File: src/rtl/cspa_pkg.sv
// shared types, constants and codes of the chunked slot pool allocator
// no dependencies; used by every module of the block but cspa_ram
package cspa_pkg;

    localparam int TOTAL_SLOTS_DEF = 4096;
    localparam int MAX_CHUNKS_DEF  = 16;
    localparam int CHUNK_CAP_DEF   = 1024;

    localparam int REQ_W    = 2;
    localparam int SLOT_W   = 12;
    localparam int STATUS_W = 2;
    localparam int CNT_W    = 5;
    localparam int CFG_W    = 11;

    localparam logic [CFG_W-1:0] FIRST_RESET = 11'd64;

    localparam logic [REQ_W-1:0] REQ_ALLOC = 2'd0;
    localparam logic [REQ_W-1:0] REQ_FREE  = 2'd1;
    localparam logic [REQ_W-1:0] REQ_GC    = 2'd2;

    localparam logic [STATUS_W-1:0] ST_OK       = 2'd0;
    localparam logic [STATUS_W-1:0] ST_NO_SPACE = 2'd1;
    localparam logic [STATUS_W-1:0] ST_INVALID  = 2'd2;
    localparam logic [STATUS_W-1:0] ST_NOTHING  = 2'd3;

    typedef enum logic [3:0] {
        S_INIT, S_LINKHEAD, S_LINK, S_IDLE, S_ACT, S_A_RD, S_A_UPD,
        S_F_RD, S_F_CHK, S_F_W2, S_G_RD, S_G_CHK, S_U_RD, S_U_WR, S_DONE
    } t_state;

    typedef enum logic [4:0] {
        OP_NOP, OP_CFG, OP_INIT, OP_ACCEPT, OP_ACT, OP_LINKHEAD, OP_LINK,
        OP_A_RD, OP_A_UPD, OP_F_RD, OP_F_W1, OP_F_W2, OP_G_RD, OP_G_CHK,
        OP_U_RD, OP_U_WR, OP_DONE
    } t_dp_op;

    typedef struct packed {
        t_dp_op              op;
        logic                set_status;
        logic [STATUS_W-1:0] status;
    } t_dp_cmd;

    typedef struct packed {
        logic head_valid;
        logic gc_ok;
        logic act_ok;
        logic range_ok;
        logic busy;
        logic last;
        logic out_free;
    } t_dp_stat;

endpackage

File: src/rtl/cspa_ctrl.sv
// sequencer of the slot pool allocator: issues one datapath command per cycle
// depends on cspa_pkg
module cspa_ctrl (
    input  logic                           i_clk,
    input  logic                           i_rst_n,
    input  logic                           i_in_valid,
    input  logic [cspa_pkg::REQ_W-1:0]     i_req_type,
    input  logic                           i_cfg_valid,
    input  cspa_pkg::t_dp_stat             i_stat,
    output logic                           o_in_ready,
    output logic                           o_cfg_ready,
    output cspa_pkg::t_dp_cmd              o_cmd
);

    cspa_pkg::t_state r_state, n_state;
    logic             r_init, n_init;

    always_ff @(posedge i_clk) begin
        if (!i_rst_n) begin
            r_state <= cspa_pkg::S_INIT;
            r_init  <= 1'b1;
        end else begin
            r_state <= n_state;
            r_init  <= n_init;
        end
    end

    always_comb begin
        n_state          = r_state;
        n_init           = r_init;
        o_cmd.op         = cspa_pkg::OP_NOP;
        o_cmd.set_status = 1'b0;
        o_cmd.status     = cspa_pkg::ST_OK;
        o_in_ready       = 1'b0;
        o_cfg_ready      = 1'b0;
        case (r_state)
            cspa_pkg::S_INIT: begin
                o_cmd.op = cspa_pkg::OP_INIT;
                n_init   = 1'b1;
                n_state  = cspa_pkg::S_LINKHEAD;
            end
            cspa_pkg::S_LINKHEAD: begin
                o_cmd.op = cspa_pkg::OP_LINKHEAD;
                n_state  = cspa_pkg::S_LINK;
            end
            cspa_pkg::S_LINK: begin
                o_cmd.op = cspa_pkg::OP_LINK;
                if (i_stat.last) begin
                    n_state = r_init ? cspa_pkg::S_IDLE : cspa_pkg::S_A_RD;
                end
            end
            cspa_pkg::S_IDLE: begin
                o_cfg_ready = 1'b1;
                o_in_ready  = !i_cfg_valid;
                if (i_cfg_valid) begin
                    o_cmd.op = cspa_pkg::OP_CFG;
                    n_state  = cspa_pkg::S_INIT;
                end else if (i_in_valid) begin
                    o_cmd.op = cspa_pkg::OP_ACCEPT;
                    case (i_req_type)
                        cspa_pkg::REQ_ALLOC: begin
                            n_state = i_stat.head_valid ? cspa_pkg::S_A_RD
                                                        : cspa_pkg::S_ACT;
                        end
                        cspa_pkg::REQ_FREE: begin
                            n_state = cspa_pkg::S_F_RD;
                        end
                        cspa_pkg::REQ_GC: begin
                            if (i_stat.gc_ok) begin
                                n_state = cspa_pkg::S_G_RD;
                            end else begin
                                o_cmd.set_status = 1'b1;
                                o_cmd.status     = cspa_pkg::ST_NOTHING;
                                n_state          = cspa_pkg::S_DONE;
                            end
                        end
                        default: begin
                            n_state = cspa_pkg::S_DONE;
                        end
                    endcase
                end
            end
            cspa_pkg::S_ACT: begin
                o_cmd.op = cspa_pkg::OP_ACT;
                n_init   = 1'b0;
                if (i_stat.act_ok) begin
                    n_state = cspa_pkg::S_LINKHEAD;
                end else begin
                    o_cmd.set_status = 1'b1;
                    o_cmd.status     = cspa_pkg::ST_NO_SPACE;
                    n_state          = cspa_pkg::S_DONE;
                end
            end
            cspa_pkg::S_A_RD: begin
                o_cmd.op = cspa_pkg::OP_A_RD;
                n_state  = cspa_pkg::S_A_UPD;
            end
            cspa_pkg::S_A_UPD: begin
                o_cmd.op = cspa_pkg::OP_A_UPD;
                n_state  = cspa_pkg::S_DONE;
            end
            cspa_pkg::S_F_RD: begin
                o_cmd.op = cspa_pkg::OP_F_RD;
                if (i_stat.range_ok) begin
                    n_state = cspa_pkg::S_F_CHK;
                end else begin
                    o_cmd.set_status = 1'b1;
                    o_cmd.status     = cspa_pkg::ST_INVALID;
                    n_state          = cspa_pkg::S_DONE;
                end
            end
            cspa_pkg::S_F_CHK: begin
                if (i_stat.busy) begin
                    o_cmd.op = cspa_pkg::OP_F_W1;
                    n_state  = cspa_pkg::S_F_W2;
                end else begin
                    o_cmd.set_status = 1'b1;
                    o_cmd.status     = cspa_pkg::ST_INVALID;
                    n_state          = cspa_pkg::S_DONE;
                end
            end
            cspa_pkg::S_F_W2: begin
                o_cmd.op = cspa_pkg::OP_F_W2;
                n_state  = cspa_pkg::S_DONE;
            end
            cspa_pkg::S_G_RD: begin
                o_cmd.op = cspa_pkg::OP_G_RD;
                n_state  = cspa_pkg::S_G_CHK;
            end
            cspa_pkg::S_G_CHK: begin
                if (i_stat.busy) begin
                    o_cmd.set_status = 1'b1;
                    o_cmd.status     = cspa_pkg::ST_NOTHING;
                    n_state          = cspa_pkg::S_DONE;
                end else begin
                    o_cmd.op = cspa_pkg::OP_G_CHK;
                    n_state  = i_stat.last ? cspa_pkg::S_U_RD : cspa_pkg::S_G_RD;
                end
            end
            cspa_pkg::S_U_RD: begin
                o_cmd.op = cspa_pkg::OP_U_RD;
                n_state  = cspa_pkg::S_U_WR;
            end
            cspa_pkg::S_U_WR: begin
                o_cmd.op = cspa_pkg::OP_U_WR;
                n_state  = i_stat.last ? cspa_pkg::S_DONE : cspa_pkg::S_U_RD;
            end
            cspa_pkg::S_DONE: begin
                if (i_stat.out_free) begin
                    o_cmd.op = cspa_pkg::OP_DONE;
                    n_state  = cspa_pkg::S_IDLE;
                end
            end
            default: begin
                n_state = cspa_pkg::S_INIT;
            end
        endcase
    end

endmodule

File: config.mk
export PLATFORM = sky130hd
export DESIGN_NAME = cspa_ctrl
export DESIGN_NICKNAME = d
export VERILOG_FILES = /design/src/rtl/cspa_pkg.sv /design/src/rtl/cspa_ctrl.sv
export SDC_FILE = /design/constraint.sdc
export NUM_CORES = 1
export LEC_CHECK = 0
export BUFFER_PORTS_ARGS = -buffer_cell sky130_fd_sc_hd__buf_2
export CAP_MARGIN = 30
export CORE_ASPECT_RATIO = 1.25
export CORE_UTILIZATION = 40
export CTS_CLUSTER_SIZE = 12
export DETAILED_ROUTE_END_ITERATION = 6
export HOLD_SLACK_MARGIN = 0.1
export PLACE_DENSITY = 0.69
export SLEW_MARGIN = 15
export SYNTH_ARGS = -nofsm -noshare
export SYNTH_HDL_FRONTEND = slang
export SYNTH_SLANG_ARGS = --single-unit
File: constraint.sdc
create_clock -name i_clk -period 1.41 [get_ports i_clk]
set_clock_uncertainty 0.1 [all_clocks]
set_input_delay 0.2115 -clock i_clk [delete_from_list [all_inputs] [get_ports i_clk]]
set_output_delay 0.2115 -clock i_clk [all_outputs]
set_load 0.005 [all_outputs]
==> reports/metrics.yaml <==
r2r_start: "r_state[0]$_SDFFE_PN0P_"
syn_avg_cell_area_sq_um: 6.68
synthFlopType: "dfxtp_1"
min_to: "r_state[0]$_SDFFE_PN0P_"
fin_crit_ns: 1.93
overflow: 0
wire_per_inst_um: 21.4
drc: 0
cts_tree: "built"
die_w_um: 38.7
synthAdderAreaFrac_pct: 0
hold_viol: 0
placed_area_sq_um: 907
grt_antenna_before_repair: 0
numPlacedInstances: 152
worst_pin_slew_ns: 0.366
area_growth_pct: 115
hold_path_class: "input port to register"
status: "finished, violations left"
slew_headroom_pct: 75.4
crit_start: "r_state[3]$_SDFFE_PN0P_"
cp_top_family: "simple AND/OR/NAND/NOR gates"
fmaxAchievable_mhz: 519
viasPerCell: 6.54
required_ns: 1.10
grt_max_degree: 16
via_count: 1164
grt_pass1_vias: 844
synth-xor-area-share_pct: 0
syn_inst: 101
cp.arrival_ns: 1.62
synth_top_family_by_area: "compound AO/OA/AOI/OAI gates"
synth_compound_area_share_pct: 37.8
yosysSeqAreaShare_pct: 14.8
stdcell_area_sq_um: 1450
postRouteWirelength_mm: 3.82
numCtsBuffers: 3
synthesis.nets: 114
final_cells: 178
final-setup-viol-count: 14
p_leak_nw: 0.616
rsz0062_at_grt: "true"
cp-end-kind: "output pin"
portBuffers: 22
crit_path_cell_trace: "nand4bb_4 -> nor2_4 -> nand4b_1 -> o221ai_2 -> or2_1 -> buf_2"
muxShareOfSynthArea_pct: 0
r2r_slack_ns: -0.40
synth-seq-cells: 5
drive_gt1_share_pct: 68.8
min-delay-start: "i_in_valid"
peakVddDrop_v: 0.00137
first_iter_violations: 61
core-area_sq_um: 1580
cpPeakStageDelay_ns: 0.37
htreeDepth: 1
async_reset_ff_share_pct: 0
worstPathBufferInverterCount: 1
synth_top_area_share_pct: 14.8
gp_congestion: 0.844
die_area_sq_um: 1860
grt_usage_pct: 28.3
fin_ws_ns: -0.517
utilization_pct: 91.5
cp-start-kind: "register"
place_hpwl_mm: 1.69
synth_edf_count: 0
power_w: 0.00253
layout.nets: 174
crit_fanout: 6
fillCellCount: 66
firstDrtPassIters: 4
die_height_um: 47.9
ant_nets: 0
ys_types: 41
r2r.worst_path.cells: 8
pin_count: 23
hold_depth: 3
rows: 16
n_antenna_cell: 0
crit_path_top_delay_cell: "dfxtp_4"
clock-sinks: 5
yosys-top-cells-area: "dfxtp_1 15%, nor3_1 7.4%, a21oi_1 5.2%"
slew_viol_final: 0
cts-root-buf: "clkbuf_4"
cellPowerDensity_nw_per_um2: 1750
critical_path_class: "register to output pin"
failed_checks: "setup timing"
fin_crit_sh_pct: 137
yosys.area.top_type: "dfxtp_1"
synth_area_sq_um: 674
start_util_pct: 42.6
path_clk_slew_ns: 0.04
r2r_end: "r_state[1]$_SDFFE_PN0P_"
clk_latency_ns: 0.24
cap_viol_max_count: 0
synth-simple-area-share_pct: 37.5
grt_first_pass_wirelength_mm: 3.74
clockBufferDepth: 2
synth-warning-count: 0
[cells in the mapped netlist (all sizes together), types with 2 or more instances]
cell and n:
a31oi 2, o31ai 2, o211ai 2, a21oi 8
nand2b 5, a32o 2, inv 5, nand2 9
nor3 10, nor2 10, nor2b 5, or2 2
o21ai 7, buf 7, dfxtp 5
[state kept, by name, summed over array words and instances (netlist names)]
name / cells
r_init: 1
r_state: 4
[layout by cell type (no fill, tap or decap), drive strengths merged, types with 5 or more instances in the layout]
master / Yosys / routed
buf: 7 / 61
nor3: 10 / 10
nor2: 10 / 10
nand2: 9 / 9
a21oi: 8 / 8
o21ai: 7 / 7
dfxtp: 5 / 5
inv: 5 / 5
nand2b: 5 / 5
nor2b: 5 / 5
clkbuf: 1 / 5
[layout make-up]
class / instances / area (sq um) / area share, %
multi-input cells: 83 / 723 / 50.0
repair buffers: 63 / 539 / 37.3
flip-flops and latches: 5 / 115 / 7.95
clock buffers: 4 / 26.3 / 1.82
well taps: 18 / 22.5 / 1.56
inverters: 5 / 21.3 / 1.47
[per-stage QoR]
stage | setup TNS, ns | worst slack, ns | hold slack (ns)
after detailed placement | -1.12 | -0.252 | 0.335
after global routing | -4.52 | -0.568 | 0.253
final | -3.99 | -0.517 | 0.253
after CTS | -2.34 | -0.364 | 0.234
after floorplan | -0.0893 | -0.0471 | 0.173
after global placement | -1.03 | -0.239 | 0.329
[power by group]
group          switching (W)  internal [W]  leakage [nW]
logic               0.000976       0.00108         0.557
clock network      0.0000596      0.000107        0.0150
registers          0.0000956      0.000212        0.0437
[timing repair]
item                                    4_1_cts  5_1_grt
gates resized for setup                      46       41
hold buffers                                  1        0
setup buffers                                 4       16
hold endpoints to repair                      1        0
endpoints found under the setup margin       14       14
gates cloned                                  0        1
pin swaps                                     7       18
[worst reg2reg max path, delay by kind of cell, from the launching register on]
family | cells | cell delay (ns)
flops | 1 | 0.38
compound gates | 4 | 0.64
simple gates | 1 | 0.17
buf+inv | 3 | 0.40
[logic make-up after synthesis]
family                 Yosys count
AOI/OAI and AO/OA               36
buffers and inverters           13
and+or+nand+nor                 47
DFF                              5
[worst max-delay path by stage]
stage / endpoint / slack, ns / depth (start not counted)
floorplan: o_cmd[2] / -0.05 / 4
global placement: r_state[2]$_SDFFE_PN0P_ / -0.24 / 6
detailed placement: r_state[2]$_SDFFE_PN0P_ / -0.25 / 6
CTS: o_cmd[2] / -0.36 / 4
global route: o_cmd[2] / -0.57 / 6
finish: o_cmd[2] / -0.52 / 6
[layer usage]
metal	up-vias	share of wire, %	GRT usage, %
li1	496	-	-
met1	558	36	33.6
met2	96	51	53.0
met3	14	9.6	3.72
met4	0	2.8	6.90
met5	-	0	0
Note: power is estimated with default switching activity, not from simulation.
